## config.mk

```make
export PLATFORM = sky130hd
export DESIGN_NAME = motion_ctrl_response_deframer_core_flat
export DESIGN_NICKNAME = d
export VERILOG_FILES = /design/src/rtl/mcrd_pkg.sv /design/src/rtl/mcrd_stream_if.sv /design/src/rtl/motion_ctrl_response_deframer_core.sv /design/src/flat_wrapper.sv
export SDC_FILE = /design/constraint.sdc
export NUM_CORES = 1
export LEC_CHECK = 0
export ABC_AREA = 1
export BUFFER_PORTS_ARGS = -buffer_cell sky130_fd_sc_hd__buf_2
export CAP_MARGIN = 20
export CORE_MARGIN = 2
export CORE_UTILIZATION = 31
export CTS_BUF_LIST = sky130_fd_sc_hd__clkbuf_8
export CTS_CLUSTER_DIAMETER = 200
export DETAILED_ROUTE_END_ITERATION = 8
export GPL_ROUTABILITY_DRIVEN = 0
export SLEW_MARGIN = 20
export SYNTH_ARGS = -nofsm -noshare
export SYNTH_HDL_FRONTEND = slang
export SYNTH_SLANG_ARGS = --single-unit
```

## constraint.sdc

```tcl
create_clock -name clk -period 3.8 [get_ports clk]
set_clock_uncertainty 0.05 [all_clocks]
set_input_delay 0 -clock clk [delete_from_list [all_inputs] [get_ports clk]]
set_output_delay 0 -clock clk [all_outputs]
set_load 0.05 [all_outputs]
```

## src/rtl/mcrd_pkg.sv

```systemverilog
// shared types, codes and tables of the motion controller reply deframer
// no dependencies
package mcrd_pkg;

    typedef logic [3:0] status_t;

    localparam status_t STATUS_OK       = 4'd0;
    localparam status_t STATUS_FAILED   = 4'd1;
    localparam status_t STATUS_DENIED   = 4'd2;
    localparam status_t STATUS_PASSWORD = 4'd3;
    localparam status_t STATUS_IO       = 4'd4;
    localparam status_t STATUS_ILLEGAL  = 4'd5;
    localparam status_t STATUS_LIMIT    = 4'd6;
    localparam status_t STATUS_DEVICE   = 4'd7;
    localparam status_t STATUS_OVERFLOW = 4'd8;

    localparam logic [7:0] CH_ACK   = 8'h06;
    localparam logic [7:0] CH_BELL  = 8'h07;
    localparam logic [7:0] CH_CR    = 8'h0D;
    localparam logic [7:0] CH_TAB   = 8'h09;
    localparam logic [7:0] CH_SPACE = 8'h20;
    localparam logic [7:0] CH_ZERO  = 8'h30;
    localparam logic [7:0] CH_NINE  = 8'h39;
    localparam logic [7:0] CH_E     = 8'h45;
    localparam logic [7:0] CH_R     = 8'h52;

    localparam int unsigned CFG_INDEX_W = 1;
    localparam int unsigned CFG_DATA_W  = 12;
    localparam logic [CFG_INDEX_W-1:0] REG_ERROR_REPORT_MODE = 1'b0;
    localparam logic [CFG_INDEX_W-1:0] REG_RESPONSE_LIMIT    = 1'b1;

    localparam logic [1:0]  MODE_ERR_TEXT  = 2'd1;
    localparam logic [1:0]  MODE_RESET     = 2'd0;
    localparam logic [11:0] LIMIT_RESET    = 12'd80;
    localparam logic [11:0] LIMIT_MIN      = 12'd2;
    localparam logic [9:0]  NUM_MAX        = 10'd1023;
    localparam logic [9:0]  NUM_CLASSES    = 10'd20;
    localparam logic [1:0]  PREFIX_LEN     = 2'd3;

    // per-reply parse state
    typedef struct packed {
        logic [11:0] byte_count;
        logic        first_was_bell;
        logic        bell_seen;
        logic [1:0]  prefix_matched;
        logic        prefix_bad;
        logic        digit_seen;
        logic        number_done;
        logic [9:0]  number_acc;
        logic [7:0]  held_byte;
        logic        held_valid;
    } reply_state_t;

    // letters of the error text prefix
    function automatic logic [7:0] prefix_letter(input logic [1:0] idx);
        logic [7:0] ch;
        unique case (idx)
            2'd0:    ch = CH_E;
            default: ch = CH_R;
        endcase
        return ch;
    endfunction

    // controller error number to status class
    function automatic status_t error_class(input logic [9:0] num);
        status_t st;
        if (num >= NUM_CLASSES) begin
            st = STATUS_FAILED;
        end
        else begin
            unique case (num[4:0])
                5'd0:    st = STATUS_FAILED;
                5'd1:    st = STATUS_DENIED;
                5'd2:    st = STATUS_PASSWORD;
                5'd3:    st = STATUS_FAILED;
                5'd4:    st = STATUS_IO;
                5'd5:    st = STATUS_DENIED;
                5'd6:    st = STATUS_DENIED;
                5'd7:    st = STATUS_DENIED;
                5'd8:    st = STATUS_IO;
                5'd9:    st = STATUS_ILLEGAL;
                5'd10:   st = STATUS_LIMIT;
                5'd11:   st = STATUS_DEVICE;
                5'd12:   st = STATUS_DEVICE;
                5'd13:   st = STATUS_DEVICE;
                5'd14:   st = STATUS_ILLEGAL;
                5'd15:   st = STATUS_ILLEGAL;
                5'd16:   st = STATUS_ILLEGAL;
                5'd17:   st = STATUS_DEVICE;
                5'd18:   st = STATUS_DENIED;
                5'd19:   st = STATUS_DENIED;
                default: st = STATUS_FAILED;
            endcase
        end
        return st;
    endfunction

endpackage

```

## src/rtl/mcrd_stream_if.sv

```systemverilog
// valid/ready channels of the reply deframer: received bytes in, results out
// depends on mcrd_pkg
interface mcrd_rx_if;
    logic       valid;
    logic       ready;
    logic [7:0] rx_byte;

    modport source (output valid, output rx_byte, input ready);
    modport sink (input valid, input rx_byte, output ready);
endinterface

interface mcrd_res_if;
    logic                  valid;
    logic                  ready;
    logic                  data_valid;
    logic [7:0]            data_byte;
    logic                  reply_done;
    mcrd_pkg::status_t     status;
    logic [9:0]            error_number;

    modport source (output valid, output data_valid, output data_byte, output reply_done,
                    output status, output error_number, input ready);
    modport sink (input valid, input data_valid, input data_byte, input reply_done,
                  input status, input error_number, output ready);
endinterface

```

## src/rtl/motion_ctrl_response_deframer_core.sv

```systemverilog
// motion controller reply deframer: cuts received bytes into replies and classes errors
// depends on mcrd_pkg and the channel interfaces in mcrd_stream_if.sv
//
// Each received byte request gives exactly one result request. A byte is taken
// into an input register, runs through the parse logic and lands in the result
// register, where it waits until it is taken. One byte per cycle is sustained
// while results are taken: the input register moves on
// whenever the result register is empty or its result is being taken, and
// backpressure on the result side stalls the input side one register later.
// The user must write registers through cfg_we/cfg_index/cfg_wdata only while
// no byte is in flight; the block itself does not enforce this.
module motion_ctrl_response_deframer_core (
    input  logic                                 clk,
    input  logic                                 rst_n,
    input  logic                                 cfg_we,
    input  logic [mcrd_pkg::CFG_INDEX_W-1:0]     cfg_index,
    input  logic [mcrd_pkg::CFG_DATA_W-1:0]      cfg_wdata,
    mcrd_rx_if.sink                              rx,
    mcrd_res_if.source                           res
);

    logic [1:0]             mode_reg;
    logic [11:0]            limit_reg;

    logic                   in_valid_reg;
    logic [7:0]             in_byte_reg;

    mcrd_pkg::reply_state_t state_reg;
    mcrd_pkg::reply_state_t state_next;

    logic                   out_valid_reg;
    logic                   out_dv_reg;
    logic [7:0]             out_db_reg;
    logic                   out_done_reg;
    mcrd_pkg::status_t      out_status_reg;
    logic [9:0]             out_enr_reg;

    logic                   out_dv_next;
    logic [7:0]             out_db_next;
    logic                   out_done_next;
    mcrd_pkg::status_t      out_status_next;
    logic [9:0]             out_enr_next;

    logic                   advance;
    logic                   mode1;
    logic [11:0]            limit_eff;
    logic [11:0]            limit_m1;
    logic [12:0]            count_inc;
    logic                   term;
    logic                   overflow;
    logic                   is_digit;
    logic                   is_space;
    logic [13:0]            acc_prod;
    logic [9:0]             acc_sat;
    logic                   text_bad;

    assign advance  = in_valid_reg && (!out_valid_reg || res.ready);
    assign rx.ready = !in_valid_reg || advance;

    // configuration registers
    always_ff @(posedge clk or negedge rst_n)
    begin
        if (!rst_n)
        begin
            mode_reg  <= mcrd_pkg::MODE_RESET;
            limit_reg <= mcrd_pkg::LIMIT_RESET;
        end
        else if (cfg_we)
        begin
            unique case (cfg_index)
                mcrd_pkg::REG_ERROR_REPORT_MODE: mode_reg  <= cfg_wdata[1:0];
                mcrd_pkg::REG_RESPONSE_LIMIT:    limit_reg <= cfg_wdata[11:0];
                default:                         mode_reg  <= mode_reg;
            endcase
        end
    end

    // input register
    always_ff @(posedge clk or negedge rst_n)
    begin
        if (!rst_n)
        begin
            in_valid_reg <= 1'b0;
        end
        else if (rx.ready)
        begin
            in_valid_reg <= rx.valid;
        end
    end

    always_ff @(posedge clk)
    begin
        if (rx.ready && rx.valid)
        begin
            in_byte_reg <= rx.rx_byte;
        end
    end

    assign mode1     = (mode_reg == mcrd_pkg::MODE_ERR_TEXT);
    assign limit_eff = (limit_reg < mcrd_pkg::LIMIT_MIN) ? mcrd_pkg::LIMIT_MIN : limit_reg;
    assign limit_m1  = limit_eff - 12'd1;
    assign count_inc = {1'b0, state_reg.byte_count} + 13'd1;
    assign overflow  = (count_inc >= {1'b0, limit_m1});

    assign term = (in_byte_reg == mcrd_pkg::CH_ACK)
               || (in_byte_reg == mcrd_pkg::CH_BELL && !mode1)
               || (in_byte_reg == mcrd_pkg::CH_CR && state_reg.bell_seen);

    assign is_digit = (in_byte_reg >= mcrd_pkg::CH_ZERO) && (in_byte_reg <= mcrd_pkg::CH_NINE);
    assign is_space = (in_byte_reg == mcrd_pkg::CH_SPACE)
                   || (in_byte_reg >= mcrd_pkg::CH_TAB && in_byte_reg <= mcrd_pkg::CH_CR);

    // decimal accumulate with saturation
    assign acc_prod = ({4'd0, state_reg.number_acc} * 14'd10)
                    + {6'd0, in_byte_reg - mcrd_pkg::CH_ZERO};
    assign acc_sat  = (acc_prod > {4'd0, mcrd_pkg::NUM_MAX}) ? mcrd_pkg::NUM_MAX : acc_prod[9:0];

    assign text_bad = state_reg.prefix_bad || (state_reg.prefix_matched != mcrd_pkg::PREFIX_LEN)
                   || !state_reg.digit_seen;

    always_comb
    begin
        state_next      = state_reg;
        out_dv_next     = state_reg.held_valid;
        out_db_next     = state_reg.held_valid ? state_reg.held_byte : 8'd0;
        out_done_next   = 1'b0;
        out_status_next = mcrd_pkg::STATUS_OK;
        out_enr_next    = 10'd0;

        if (term)
        begin
            // a cr just before the terminator is dropped
            if (state_reg.held_byte == mcrd_pkg::CH_CR)
            begin
                out_dv_next = 1'b0;
                out_db_next = 8'd0;
            end
            out_done_next = 1'b1;
            if (in_byte_reg == mcrd_pkg::CH_BELL)
            begin
                out_status_next = mcrd_pkg::STATUS_FAILED;
            end
            else if (mode1 && state_reg.first_was_bell)
            begin
                if (text_bad)
                begin
                    out_status_next = mcrd_pkg::STATUS_IO;
                end
                else
                begin
                    out_enr_next    = state_reg.number_acc;
                    out_status_next = mcrd_pkg::error_class(state_reg.number_acc);
                end
            end
            state_next = '0;
        end
        else if (overflow)
        begin
            out_done_next   = 1'b1;
            out_status_next = mcrd_pkg::STATUS_OVERFLOW;
            state_next      = '0;
        end
        else
        begin
            if (state_reg.byte_count == 12'd0 && in_byte_reg == mcrd_pkg::CH_BELL)
            begin
                state_next.first_was_bell = 1'b1;
            end
            else if (mode1 && state_reg.first_was_bell && !state_reg.prefix_bad)
            begin
                if (state_reg.prefix_matched != mcrd_pkg::PREFIX_LEN)
                begin
                    if (in_byte_reg == mcrd_pkg::prefix_letter(state_reg.prefix_matched))
                        state_next.prefix_matched = state_reg.prefix_matched + 2'd1;
                    else
                        state_next.prefix_bad = 1'b1;
                end
                else if (!state_reg.number_done)
                begin
                    if (is_digit)
                    begin
                        state_next.number_acc = acc_sat;
                        state_next.digit_seen = 1'b1;
                    end
                    // leading whitespace is skipped, anything else closes the number
                    else if (!(is_space && !state_reg.digit_seen))
                    begin
                        state_next.number_done = 1'b1;
                    end
                end
            end
            if (in_byte_reg == mcrd_pkg::CH_BELL)
            begin
                state_next.bell_seen = 1'b1;
            end
            state_next.held_byte  = in_byte_reg;
            state_next.held_valid = 1'b1;
            state_next.byte_count = count_inc[11:0];
        end
    end

    always_ff @(posedge clk or negedge rst_n)
    begin
        if (!rst_n)
        begin
            state_reg <= '0;
        end
        else if (advance)
        begin
            state_reg <= state_next;
        end
    end

    // result register
    always_ff @(posedge clk or negedge rst_n)
    begin
        if (!rst_n)
        begin
            out_valid_reg <= 1'b0;
        end
        else if (advance)
        begin
            out_valid_reg <= 1'b1;
        end
        else if (res.ready)
        begin
            out_valid_reg <= 1'b0;
        end
    end

    always_ff @(posedge clk)
    begin
        if (advance)
        begin
            out_dv_reg     <= out_dv_next;
            out_db_reg     <= out_db_next;
            out_done_reg   <= out_done_next;
            out_status_reg <= out_status_next;
            out_enr_reg    <= out_enr_next;
        end
    end

    assign res.valid        = out_valid_reg;
    assign res.data_valid   = out_dv_reg;
    assign res.data_byte    = out_db_reg;
    assign res.reply_done   = out_done_reg;
    assign res.status       = out_status_reg;
    assign res.error_number = out_enr_reg;

endmodule

```

## src/flat_wrapper.sv

```systemverilog
// flat-port wrapper written by rule: the top's interface ports become plain ports
module motion_ctrl_response_deframer_core_flat 
  (clk, rst_n, cfg_we, cfg_index, cfg_wdata, rx_valid, rx_rx_byte, rx_ready, res_valid, res_data_valid, res_data_byte, res_reply_done, res_status, res_error_number, res_ready);
  mcrd_rx_if rx_i ();
  mcrd_res_if res_i ();
  input  logic clk;
  input  logic rst_n;
  input  logic cfg_we;
  input  logic [mcrd_pkg::CFG_INDEX_W-1:0] cfg_index;
  input  logic [mcrd_pkg::CFG_DATA_W-1:0] cfg_wdata;
  input wire logic [$bits(rx_i.valid)-1:0] rx_valid;
  input wire logic [$bits(rx_i.rx_byte)-1:0] rx_rx_byte;
  output wire logic [$bits(rx_i.ready)-1:0] rx_ready;
  output wire logic [$bits(res_i.valid)-1:0] res_valid;
  output wire logic [$bits(res_i.data_valid)-1:0] res_data_valid;
  output wire logic [$bits(res_i.data_byte)-1:0] res_data_byte;
  output wire logic [$bits(res_i.reply_done)-1:0] res_reply_done;
  output wire logic [$bits(res_i.status)-1:0] res_status;
  output wire logic [$bits(res_i.error_number)-1:0] res_error_number;
  input wire logic [$bits(res_i.ready)-1:0] res_ready;
  assign rx_i.valid = rx_valid;
  assign rx_i.rx_byte = rx_rx_byte;
  assign rx_ready = rx_i.ready;
  assign res_valid = res_i.valid;
  assign res_data_valid = res_i.data_valid;
  assign res_data_byte = res_i.data_byte;
  assign res_reply_done = res_i.reply_done;
  assign res_status = res_i.status;
  assign res_error_number = res_i.error_number;
  assign res_i.ready = res_ready;
  motion_ctrl_response_deframer_core u_core (.clk(clk), .rst_n(rst_n), .cfg_we(cfg_we), .cfg_index(cfg_index), .cfg_wdata(cfg_wdata), .rx(rx_i), .res(res_i));
endmodule
```

==> impl_metrics.py, run 1 <==
metrics = {
    "floorplan": {
        "fp.dieH_um": 135.7,
        "ios": 52,
        "coreArea_mm2": 0.01712,
        "initial_core_util_pct": 31.40,
        "placementRows": 48,
        "die_area_mm2": 0.01841,
        "fp.dieW_um": 135.7,
    },
    "pwr": {
        "power_density_mw_per_mm2": 463.1,
        "peakVddDrop_mv": 0.2361,
        "power_mw": 2.958,
        "leakage_nw": 3.165,
    },
    "setup_path": {
        "critPathRequiredTime_ns": 4.01,
        "critical_path_class": "reg2reg",
        "arrival_ns": 3.55,
        "setup.worst_path.end_class": "flop",
        "worst-path-max-fanout": 10,
        "start_kind": "flop",
    },
    "job": {
        "drv_cap": 0,
    },
    "final_layout": {
        "largest_reg_flops": 38,
        "n_antenna_cell": 0,
        "synthToLayoutAreaGrowth_pct": 18.81,
        "ff_latch_area_mm2": 0.002315,
        "layout_commonest_cell": "nand2_1",
        "fin_nets": 798,
        "final_cell_mix": "nand2_1, inv_1, nor2_1",
        "multiInputGateArea_mm2": 0.002641,
        "nFillCells": 1734,
        "drive_above_1_share_pct": 12.26,
    },
    "run_status": {
        "outcome": "completed",
    },
    "logic_synthesis": {
        "synth-compound-area-share_pct": 6.750,
        "synth_mux_area_share_pct": 1.466,
        "synth_xor_area_share_pct": 4.888,
        "yosysWarnings": 0,
        "synthCells": 637,
        "synthAdderAreaFrac_pct": 12.15,
        "ys_types": 41,
        "synth_area_mm2": 0.005375,
        "ys_seq_area_share_pct": 43.06,
        "synth_top_family_by_area": "simple AND/OR/NAND/NOR gates",
        "synth_simple_gate_area_share_pct": 23.88,
        "synth.net_count": 714,
        "avgSynthCellArea_um2": 8.438,
        "ys_ff_latch": 86,
    },
    "timing": {
        "maxSlewHeadroom_pct": 52.82,
        "min_period_ns": 3.338,
        "worst_slack_ns": 0.4616,
        "fmax_ghz": 0.2995,
        "holdWs_ns": 0.2568,
        "fin_crit_sh_pct": 87.85,
        "setup_viol": 0,
        "drv_slew": 0,
        "setup_total_negative_slack_ns": 0,
        "worst_pin_slew_ns": 0.7077,
        "rsz0062_at_grt": "no",
        "hold_violations": 0,
    },
    "drt": {
        "wl_per_cell_um": 12.34,
        "route.detailed.drc": 0,
        "vias_per_cell": 4.484,
        "postRouteAntennaNets": 0,
        "drtIter0Drc": 220,
        "via_count": 4264,
        "routed_wl_um": 11740,
        "drtPass1Iterations": 5,
    },
    "cts": {
        "path_clk_slew_ns": 0.09,
        "numCtsBuffers": 9,
        "clockBufferDepth": 2,
        "clock-sinks": 86,
        "cts_resized": 0,
        "cts_tree": "done",
        "worstSkewPairLatency_ns": 0.37,
        "root_buffer": "clkbuf_8",
        "cts_max_level": 3,
    },
    "global_routing": {
        "antenna_found_initial": 0,
        "grtUsageTotal_pct": 13.76,
        "grt_pass1_vias": 4176,
        "overflow": 0,
        "grt_max_degree": 55,
        "grt_pass1_wl_um": 20060,
    },
    "worst_hold_path": {
        "hold_class": "in2async",
    },
    "placed_design": {
        "port_buffers": 51,
        "dp_hpwl_um": 8926,
        "dp_slack_ns": 0.4357,
    },
}
## path summary, 6_finish.rpt
path	from	endpoint	slack, ns	cells past startpoint
max in group asynchronous	rst_n	u_core.state_reg[16]	2.98	3
worst min register to register	u_core.mode_reg[0]	u_core.mode_reg[0]	0.44	2
worst min-delay path	rst_n	u_core.limit_reg[3]	0.26	3
min in group clk	cfg_index	u_core.limit_reg[6]	0.26	3
worst max-delay path	u_core.state_reg[10]	u_core.state_reg[15]	0.46	14
worst max register to register	u_core.state_reg[10]	u_core.state_reg[15]	0.46	14
## layer usage
metal  share of wire [%]  vias up  global-route usage (%)
met3                 4.3       13                   2.581
met5                   0        -                       0
met2                  42       79                   20.23
met4                 1.5        0                   4.919
met1                  53     1908                   20.10
li1                    -     2264                       -
## stage by stage
stage / cell area, um2 / std cells / utilization, %
after floorplan: 5375 / 637 / -
after global placement: 5872 / 906 / 34.31
after detailed placement: 5872 / 906 / 34.31
after CTS: 6359 / 949 / 37.15
after global routing: 6386 / 951 / 37.31
final: 6386 / 951 / 37.31
## cells by family after synthesis
kind of cell,count (synthesis)
xor+xnor,30
mux,7
flops,86
fa+ha+maj,51
simple gates,294
buf+inv,106
compound gates,63
## worst max-delay path: stages (launching register included)
cell and delay [ns]:
dfrtp_1 0.49, ha_1 0.34, ha_1 0.24, fa_1 0.43
xor2_1 0.17, ha_1 0.37, nand2_1 0.09, inv_1 0.04
nand4_1 0.06, nand3_1 0.14, nand3b_1 0.21, o21bai_2 0.35
nand3_1 0.13, nand2_1 0.08, nand2_1 0.05
## cells in the mapped netlist
library cell | number | area (um2)
o21bai_2 | 1 | 11.26
ha_1 | 49 | 613.1
nand3_1 | 50 | 250.2
inv_1 | 95 | 356.6
nand3_4 | 1 | 17.52
dfstp_2 | 2 | 52.55
nor2_1 | 58 | 217.7
buf_6 | 2 | 22.52
nor2_4 | 2 | 22.52
buf_2 | 2 | 10.01
mux2_2 | 7 | 78.83
inv_2 | 2 | 7.510
edfxtp_1 | 32 | 960.9
xor2_1 | 19 | 166.4
nor4_1 | 4 | 25.02
nor3_1 | 10 | 50.05
xnor2_1 | 11 | 96.34
buf_4 | 1 | 7.510
o22ai_1 | 1 | 6.260
o31ai_1 | 1 | 7.510
o21a_1 | 1 | 7.510
a21oi_1 | 18 | 90.09
o21bai_1 | 1 | 7.510
fa_1 | 2 | 40.04
o311ai_0 | 1 | 8.760
clkbuf_1 | 4 | 15.01
o21ai_1 | 16 | 80.08
a211oi_1 | 2 | 15.01
nand2_2 | 1 | 6.260
a31o_2 | 2 | 17.52
nand4_1 | 18 | 112.6
or2_2 | 1 | 6.260
nand2_1 | 144 | 540.5
a41oi_1 | 1 | 8.760
o211ai_1 | 2 | 15.01
nand3b_1 | 3 | 22.52
o21ai_0 | 12 | 60.06
nor2_2 | 2 | 12.51
a31oi_1 | 3 | 18.77
o221ai_1 | 1 | 8.760
dfrtp_1 | 52 | 1301
## area by class of cell
cell class / count / area share [%]
multi-input combinational: 445 / 41.36
sequential: 86 / 36.25
timing repair buffer: 82 / 8.895
inverter: 97 / 5.701
tap: 225 / 4.408
clock buffer: 10 / 2.155
clock inverter: 6 / 1.234
## repair_timing
action / CTS / global route
setup endpoints to repair: 0 / 1
hold buffers: 27 / 0
setup buffers: 0 / 2
hold endpoints to repair: 76 / 0
## power breakdown
part	switching, mW	total (mW)	internal (mW)
sequential	0.124	1.28	1.15
clock	0.327	0.708	0.381
combinational	0.644	0.972	0.328
total	1.10	2.96	1.86
(Power assumes the default switching activity.)
==> run 2, diff against run 1 <==
CORE_MARGIN = 4   (was 2)
SKIP_CTS_REPAIR_TIMING = 1   (was not set)
clock period = 4.3 ns   (was 3.8 ns; I/O delays follow)
==> run 2 against run 1 <==
Compared with the run above:
- non-clock buffer count down 2
- via count fell by 0.19%
- register-to-register slack improved by 0.50 ns
- the run now ends with negative hold slack left
- die area increased by 6.0%
- power shrank 17%
==> impl_metrics.py, run 2 (same netlist as run 1, synthesis figures left out) <==
metrics = {
    "run_status": {
        "outcome": "complete, but fails checks",
        "violations": "negative hold slack",
    },
    "pwr": {
        "peakVddDrop_mv": 0.1885,
        "power_density_mw_per_mm2": 388.7,
        "leakage_nw": 3.124,
    },
    "setup_path": {
        "start_kind": "flop",
        "reg2reg_depth": 14,
        "crit_start": "u_core.state_reg[10]",
        "crit_chain": "ha_1 > ha_1 > fa_1 > xor2_1 > ha_1 > nand2_1 > inv_1 > nand4_1 > nand3_1 > nand3b_1 > o21bai_2 > nand3_1 > nand2_1 > nand2_1",
        "critPathRequiredTime_ns": 4.51,
        "cp.depth": 14,
        "critical_path.top_delay_family": "adder cells",
        "arrival_ns": 3.55,
        "setup.worst_path.end_class": "flop",
        "worst-path-max-fanout": 10,
        "critical_path_class": "reg2reg",
        "reg2reg_slack_ns": 0.96,
        "timing.rr.start": "u_core.state_reg[10]",
        "crit_path_top_delay_cell": "dfrtp_1",
        "crit_buf_inv": 1,
        "cpPeakStageDelay_ns": 0.48,
        "critPathCapture": "u_core.state_reg[15]",
        "r2r_end": "u_core.state_reg[15]",
    },
    "floorplan": {
        "initial_core_util_pct": 32.07,
        "coreArea_mm2": 0.01676,
        "ios": 52,
        "fp.dieW_um": 139.7,
        "die_area_mm2": 0.01951,
        "placementRows": 47,
        "fp.dieH_um": 139.7,
    },
    "cts": {
        "numCtsBuffers": 9,
        "clock-sinks": 86,
        "clockBufferDepth": 2,
        "path_clk_slew_ns": 0.08,
        "worstSkewPairLatency_ns": 0.37,
        "cts_max_level": 3,
        "cts_tree": "done",
        "root_buffer": "clkbuf_8",
    },
    "timing": {
        "holdWs_ns": -0.06136,
        "min_period_ns": 3.340,
        "setup_total_negative_slack_ns": 0,
        "maxSlewHeadroom_pct": 42.15,
        "rsz0062_at_grt": "no",
        "fin_crit_sh_pct": 77.66,
        "worst_pin_slew_ns": 0.8667,
        "hold_violations": 1,
        "setup_viol": 0,
        "fmax_ghz": 0.2994,
        "drv_slew": 0,
    },
    "drt": {
        "wl_per_cell_um": 12.28,
        "vias_per_cell": 4.508,
        "drtPass1Iterations": 4,
        "postRouteAntennaNets": 0,
        "via_count": 4256,
        "route.detailed.drc": 0,
        "routed_wl_um": 11590,
        "drtIter0Drc": 288,
    },
    "final_layout": {
        "final_cell_mix": "nand2_1, inv_1, nor2_1",
        "drive_above_1_share_pct": 12.02,
        "largest_reg_flops": 38,
        "final_cells": 944,
        "layout_commonest_cell": "nand2_1",
        "synthToLayoutAreaGrowth_pct": 17.13,
        "n_antenna_cell": 0,
        "fin_nets": 796,
    },
    "job": {
        "drv_cap": 0,
    },
    "global_routing": {
        "grtUsageTotal_pct": 12.05,
        "grt_pass1_vias": 3890,
        "antenna_found_initial": 0,
        "overflow": 0,
        "grt_max_degree": 55,
        "grt_pass1_wl_um": 19300,
    },
    "placed_design": {
        "placed_cells": 901,
        "port_buffers": 51,
        "dp_hpwl_um": 8853,
    },
    "worst_hold_path": {
        "hold_class": "in2reg",
    },
}
[run 2: tightest hold or removal path, cell delays in order]
cell and delay [ns]:
buf_2 0.09, inv_1 0.03, nand2_1 0.09, nand2_1 0.05, o21ai_0 0.06
[run 2: worst min path at each step]
stage | startpoint | cells after the start | endpoint | slack (ns)
6_report | cfg_index | 5 | u_core.mode_reg[0] | -0.06
5_1_grt | cfg_index | 5 | u_core.mode_reg[0] | 0.01
4_1_cts | rst_n | 2 | u_core.state_reg[6] | -0.26
3_5_place_dp | rx_rx_byte[1] | 1 | u_core.in_byte_reg[1] | 0.13
3_3_place_gp | rst_n | 2 | u_core.state_reg[29] | 0.13
2_1_floorplan | rst_n | 0 | u_core.in_valid_reg | -0.35
[run 2: power by group]
group	total [mW]	switching (mW)	internal, mW
Clock	0.491	0.289	0.201
Sequential	1.13	0.109	1.02
Combinational	0.828	0.555	0.273
Total	2.45	0.954	1.49
[run 2: per-stage QoR]
step                power, mW  area, um2  setup slack, ns  util, %
CTS                     2.452       6026           0.9454    35.95
global placement        1.953       5866           0.9273    35.00
floorplan               1.761       5375            1.318        -
finish                  2.447       6296           0.9604    37.57
global route            2.636       6296           0.6359    37.57
detailed placement      1.957       5866           0.9671    35.00
[run 2: cell type report]
cell class	count	area, um2
multi-input cells	445	2641
inverters	97	364.1
well taps	220	275.3
fillers	1684	10460
repair buffers	80	540.5
flip-flops and latches	86	2315
clock inverters	7	36.28
clock buffers	9	123.9
[run 2: layer usage]
layer / vias to the layer above / share of wire (%) / GRT usage, % / wire (um)
met2: 93 / 41 / 16.54 / 4792
met5: - / 0 / 0 / 0
met3: 16 / 5.2 / 2.401 / 601
li1: 2263 / - / - / -
met4: 0 / 1.7 / 4.182 / 199
met1: 1884 / 52 / 18.63 / 5998
